--- src/rtl/eef_pkg.sv ---
// shared types, constants and latencies of the extended exponent float alu
`default_nettype none
package eef_pkg;

  localparam int FRAC_W = 52;
  localparam int SIG_W  = FRAC_W + 1;
  localparam int EXP_W  = 64;

  localparam logic [1:0] FUNC_ADD = 2'd0;
  localparam logic [1:0] FUNC_MUL = 2'd1;
  localparam logic [1:0] FUNC_DIV = 2'd2;

  // pipeline depths of the three units
  localparam int ADD_LAT         = 3;
  localparam int MUL_LAT         = 5;
  localparam int DIV_STEPS       = 2;
  localparam int DIV_ITER_STAGES = FRAC_W / DIV_STEPS;
  localparam int DIV_LAT         = DIV_ITER_STAGES + 3;

  typedef struct packed {
    logic              zero;
    logic [EXP_W-1:0]  exp;
    logic [FRAC_W-1:0] frac;
  } op_t;

  typedef struct packed {
    logic              zero;
    logic [EXP_W-1:0]  exp;
    logic [FRAC_W-1:0] frac;
    logic              err;
  } res_t;

endpackage
`default_nettype wire

--- src/rtl/eef_add.sv ---
// three stage adder: operand select, align and add, renormalize and round
`default_nettype none
module eef_add (
  input  wire logic         clk,
  input  wire eef_pkg::op_t a,
  input  wire eef_pkg::op_t b,
  output eef_pkg::res_t     res
);

  logic [eef_pkg::SIG_W-1:0] am, bm;
  logic                      a_big, eq;

  logic                      s1_zero, s1_eq;
  logic [eef_pkg::SIG_W-1:0] s1_lm, s1_sm;
  logic [eef_pkg::EXP_W-1:0] s1_diff, s1_e;

  logic                      s2_zero, s2_eq;
  logic [eef_pkg::SIG_W:0]   s2_s;
  logic [eef_pkg::EXP_W-1:0] s2_e;

  logic [eef_pkg::SIG_W-1:0] shifted;
  logic [eef_pkg::SIG_W:0]   t;
  logic                      up;

  assign am    = {1'b1, a.frac};
  assign bm    = {1'b1, b.frac};
  assign a_big = $signed(a.exp) > $signed(b.exp);
  assign eq    = a.exp == b.exp;

  // stage 1: pick larger operand, exponent difference
  always_ff @(posedge clk) begin
    s1_zero <= a.zero && b.zero;
    if (a.zero || b.zero) begin
      // one operand zero: pass the other through unchanged
      s1_eq   <= 1'b0;
      s1_lm   <= a.zero ? bm : am;
      s1_sm   <= '0;
      s1_diff <= '0;
      s1_e    <= a.zero ? b.exp : a.exp;
    end else begin
      s1_eq   <= eq;
      s1_lm   <= a_big ? am : bm;
      s1_sm   <= a_big ? bm : am;
      s1_diff <= a_big ? a.exp - b.exp : b.exp - a.exp;
      s1_e    <= a_big ? a.exp : b.exp;
    end
  end

  // stage 2: align and add; large shift drops the smaller operand
  assign shifted = (s1_eq || s1_diff[eef_pkg::EXP_W-1:6] == '0)
                   ? (s1_sm >> s1_diff[5:0]) : '0;

  always_ff @(posedge clk) begin
    s2_zero <= s1_zero;
    s2_eq   <= s1_eq;
    s2_s    <= {1'b0, s1_lm} + {1'b0, shifted};
    s2_e    <= s1_e;
  end

  // stage 3: equal exponents round to nearest even, else truncate on carry
  assign up = s2_s[0] && s2_s[1];
  assign t  = {1'b0, s2_s[eef_pkg::SIG_W:1]} + {{eef_pkg::SIG_W{1'b0}}, up};

  always_ff @(posedge clk) begin
    res.zero <= s2_zero;
    res.err  <= 1'b0;
    if (s2_zero) begin
      res.exp  <= '0;
      res.frac <= '0;
    end else if (s2_eq) begin
      res.frac <= t[eef_pkg::SIG_W] ? t[eef_pkg::FRAC_W:1] : t[eef_pkg::FRAC_W-1:0];
      res.exp  <= s2_e + 64'd1 + {63'd0, t[eef_pkg::SIG_W]};
    end else begin
      res.frac <= s2_s[eef_pkg::SIG_W] ? s2_s[eef_pkg::FRAC_W:1]
                                       : s2_s[eef_pkg::FRAC_W-1:0];
      res.exp  <= s2_e + {63'd0, s2_s[eef_pkg::SIG_W]};
    end
  end

endmodule
`default_nettype wire

--- config.mk ---
export PLATFORM = sky130hd
export DESIGN_NAME = eef_add
export DESIGN_NICKNAME = d
export VERILOG_FILES = /design/src/rtl/eef_pkg.sv /design/src/rtl/eef_add.sv
export SDC_FILE = /design/constraint.sdc
export NUM_CORES = 2
export LEC_CHECK = 0
export BUFFER_PORTS_ARGS = -buffer_cell sky130_fd_sc_hd__buf_4
export CAP_MARGIN = 20
export CORE_UTILIZATION = 60
export CTS_BUF_LIST = sky130_fd_sc_hd__clkbuf_4 sky130_fd_sc_hd__clkbuf_8
export CTS_CLUSTER_DIAMETER = 50
export DETAILED_ROUTE_END_ITERATION = 7
export PLACE_DENSITY_LB_ADDON = 0.05
export SLEW_MARGIN = 20
export SYNTH_ARGS = -nofsm -noshare
export SYNTH_HDL_FRONTEND = slang
export SYNTH_SLANG_ARGS = --single-unit
--- constraint.sdc ---
create_clock -name clk -period 14.21 [get_ports clk]
set_input_delay 2.842 -clock clk [delete_from_list [all_inputs] [get_ports clk]]
set_output_delay 2.842 -clock clk [all_outputs]
set_load 0.01 [all_outputs]
==> impl_metrics.toml <==
[cts]
worstSkewPairLatency_ns = 0.68
cts_resized = 0
cts_made_buffers = 81
clk_pin_slew_ns = 0.07
cts-root-buf = "clkbuf_8"
clockBufferDepth = 3
holdBufCountCts = 0
htreeDepth = 3
cts_sinks = 472
cts_tree = "yes"
post_cts_buffers = 0

[grt]
grt_pass1_vias = 28200
grt_max_degree = 82
antenna_found_initial = 5
overflow = 0
grt_pass1_wl_um = 154000
grt_usage_pct = 39.1

[yosys]
synth-seq-cells = 472
synth_area_leaders = "dfxtp_1 (32%), ha_1 (7.8%), a21oi_1 (6.3%)"
syn_inst = 3667
async_flop_share_pct = 0
synth_edf_count = 0
syn_avg_cell_area_um2 = 8.01
yosys.area.top_type_share_pct = 32.2
synth_ff_type = "dfxtp_1"
ys_types = 92
yosysTopAreaCell = "dfxtp_1"
synth_area_um2 = 29400
seq_area_frac_synth_pct = 32.2
yosys_warnings = 0
syn_nets = 4089

[routing]
wire_per_inst_um = 21.9
ant_nets = 0
first_pass_iters = 6
first_iter_violations = 2809
wl_um = 101000
vias_per_cell = 6.31
drc = 0
vias = 29000

[timing]
tns_ns = 0
clock.fmax_mhz = 143
fin_crit_sh_pct = 49.3
fin_crit_ns = 7.00
finalClockSkew_ns = 0.0263
rsz0062_at_grt = "no"
tightest_slew_ns = 1.07
slew_headroom_pct = 28.2
drv_slew = 0
finalHoldViolCount = 0
setup-violations-final = 0

[critical_path]
ff2ff_path_depth = 22
crit_path_start_kind = "primary input"
path_delay_family = "multiplexers"
crit_chain = "buf_4 > inv_1 > ha_1 > nand2_1 > or3_4 > nor3_2 > a211oi_4 > a31oi_4 > mux2i_4 > buf_4 > mux2_2 > o22a_1 > o31ai_2 > mux2i_1"
path_depth = 14
critPathKind = "primary input to flop"
worstPathMaxFanout = 70
critPathMaxStageDelay_ns = 0.77
cp.required_ns = 14.82
crit_slowest_cell = "buf_4"
crit_top_cell = "buf_4"
rrSetupSlack_ns = 7.75
arrival_ns = 7.61
critPathBufInv = 3
end_kind = "flop"

[place]
port-buffer-count = 351
routabilityCongestion = 1.00
place_hpwl_um = 77300

[die]
die_w_um = 223
start_util_pct = 61.2
dieHeight_um = 223
rows = 80
core_um2 = 48000
num_io_pins = 353
die_area_um2 = 49900

[pwr]
power.density_nw_per_um2 = 115
leakagePower_nw = 15.2
peakVddDrop_mv = 0.0949

[layout]
multi_input_area_um2 = 18300
drive_gt1_share_pct = 16.9
n_fill_cell = 3689
regArea_um2 = 9460
area_delta_synth_final_pct = 15.1
final_nets = 4338
fin_util_pct = 70.4

[status]
status = "completed"

[run]
maxCapViolations = 0

[hold_path]
min_path_type = "flop to flop"
whs_path_depth = 0
==> synthesized netlist by cell type (80+ instances only) <==
library cell and count:
inv_1 185, a21o_1 86, xnor2_1 99, a21oi_1 371, clkbuf_1 112, o21ai_0 200
nor2_1 350, ha_1 184, nand4_1 80, xor2_1 82, dfxtp_1 472, mux2i_1 109
nand2_1 465
==> power breakdown <==
| part | switching (W) | internal [W] |
|---|---|---|
| logic | 0.000603 | 0.000402 |
| registers | 0.000103 | 0.00146 |
| clock network | 0.000577 | 0.000746 |
| total | 0.00128 | 0.00261 |
==> flip-flops by register name, summed over array words and instances (netlist names) <==
register  flops
res         117
s1_diff      64
s1_e         64
s1_eq         1
s1_lm        52
s1_sm        53
s1_zero       1
s2_e         64
s2_eq         1
s2_s         54
s2_zero       1
==> worst register-to-register path, delay by kind of cell (launching register included) <==
kind | cells | cell delay, ns
compound gates | 11 | 3.11
xor+xnor | 1 | 0.17
fa+ha+maj | 2 | 0.62
buf+inv | 2 | 0.68
flops | 1 | 0.32
mux | 3 | 1.12
simple gates | 3 | 0.33
==> cell families (layout without fill, tap and decap cells) <==
kind of cell    after synthesis  in the layout  share of synthesized area, %
simple gates               1213           1213                          18.7
buf+inv                     396            703                          5.51
flops                       472            472                          32.2
xor+xnor                    181            181                          5.39
mux                         224            224                          9.52
compound gates              993            993                          20.7
other cells                   1              5                        0.0128
fa+ha+maj                   187            187                          8.04
==> cells in the final DEF (no fill, tap or decap), types with 12 or more instances in the layout <==
cell type / netlist / layout
a21oi_1: 371 / 371
o22ai_1: 17 / 17
clkbuf_4: 0 / 19
nand3_1: 73 / 73
or3_1: 26 / 26
nor3_1: 38 / 38
inv_1: 185 / 185
o211ai_1: 27 / 27
xor2_1: 82 / 82
mux2_2: 75 / 75
clkbuf_8: 0 / 97
and4_1: 12 / 12
dfxtp_1: 472 / 468
buf_4: 7 / 372
a31oi_1: 25 / 25
a221oi_1: 17 / 17
mux4_2: 35 / 35
nand2_1: 465 / 465
o22a_1: 18 / 18
mux2i_1: 109 / 109
nand4_1: 80 / 80
and3_1: 45 / 45
o31ai_1: 15 / 15
and2_1: 16 / 16
ha_1: 184 / 184
nor2_1: 350 / 350
o21ai_0: 200 / 200
xnor2_1: 99 / 99
a211oi_1: 27 / 27
a21o_1: 86 / 86
nand2b_1: 17 / 17
nor2b_1: 34 / 34
o21a_1: 22 / 22
o21ai_1: 41 / 41
nor4_1: 22 / 22
o21bai_1: 50 / 49
==> per-stage QoR <==
step	total power (W)	setup slack (ns)	hold slack [ns]	cell area (µm²)	std cells
after floorplan	0.00220	8.38	0.310	29400	3667
after global placement	0.00254	6.72	0.310	32100	4448
after detailed placement	0.00256	6.58	0.313	32100	4448
after CTS	0.00388	7.27	0.324	33800	4589
after global routing	0.00404	7.06	0.322	33800	4591
final	0.00389	7.21	0.324	33800	4593
==> worst paths after layout <==
check	startpoint	end
worst max-delay path	a[71]	s1_diff[56]$_SDFF_PN0_
worst min-delay path	s1_zero$_DFF_P_	s2_zero$_DFF_P_
worst max register to register	s1_diff[0]$_SDFF_PN0_	s2_s[52]$_DFF_P_
worst min register to register	s1_zero$_DFF_P_	s2_zero$_DFF_P_
==> area by class of cell <==
cell class	count	share of cell area, %
timing repair buffer	372	8.26
clock buffer	116	4.37
inverter	190	2.11
clock inverter	25	0.781
sequential	472	28.0
antenna	4	0.0296
tap	615	2.27
multi-input combinational	2799	54.2
==> metal layers <==
metal | wire length, µm | global-route usage, %
met5 | 24 | 0
met4 | 6560 | 24.1
met3 | 7250 | 6.70
met2 | 48400 | 66.8
met1 | 38400 | 45.7
(Power assumes the default switching activity.)
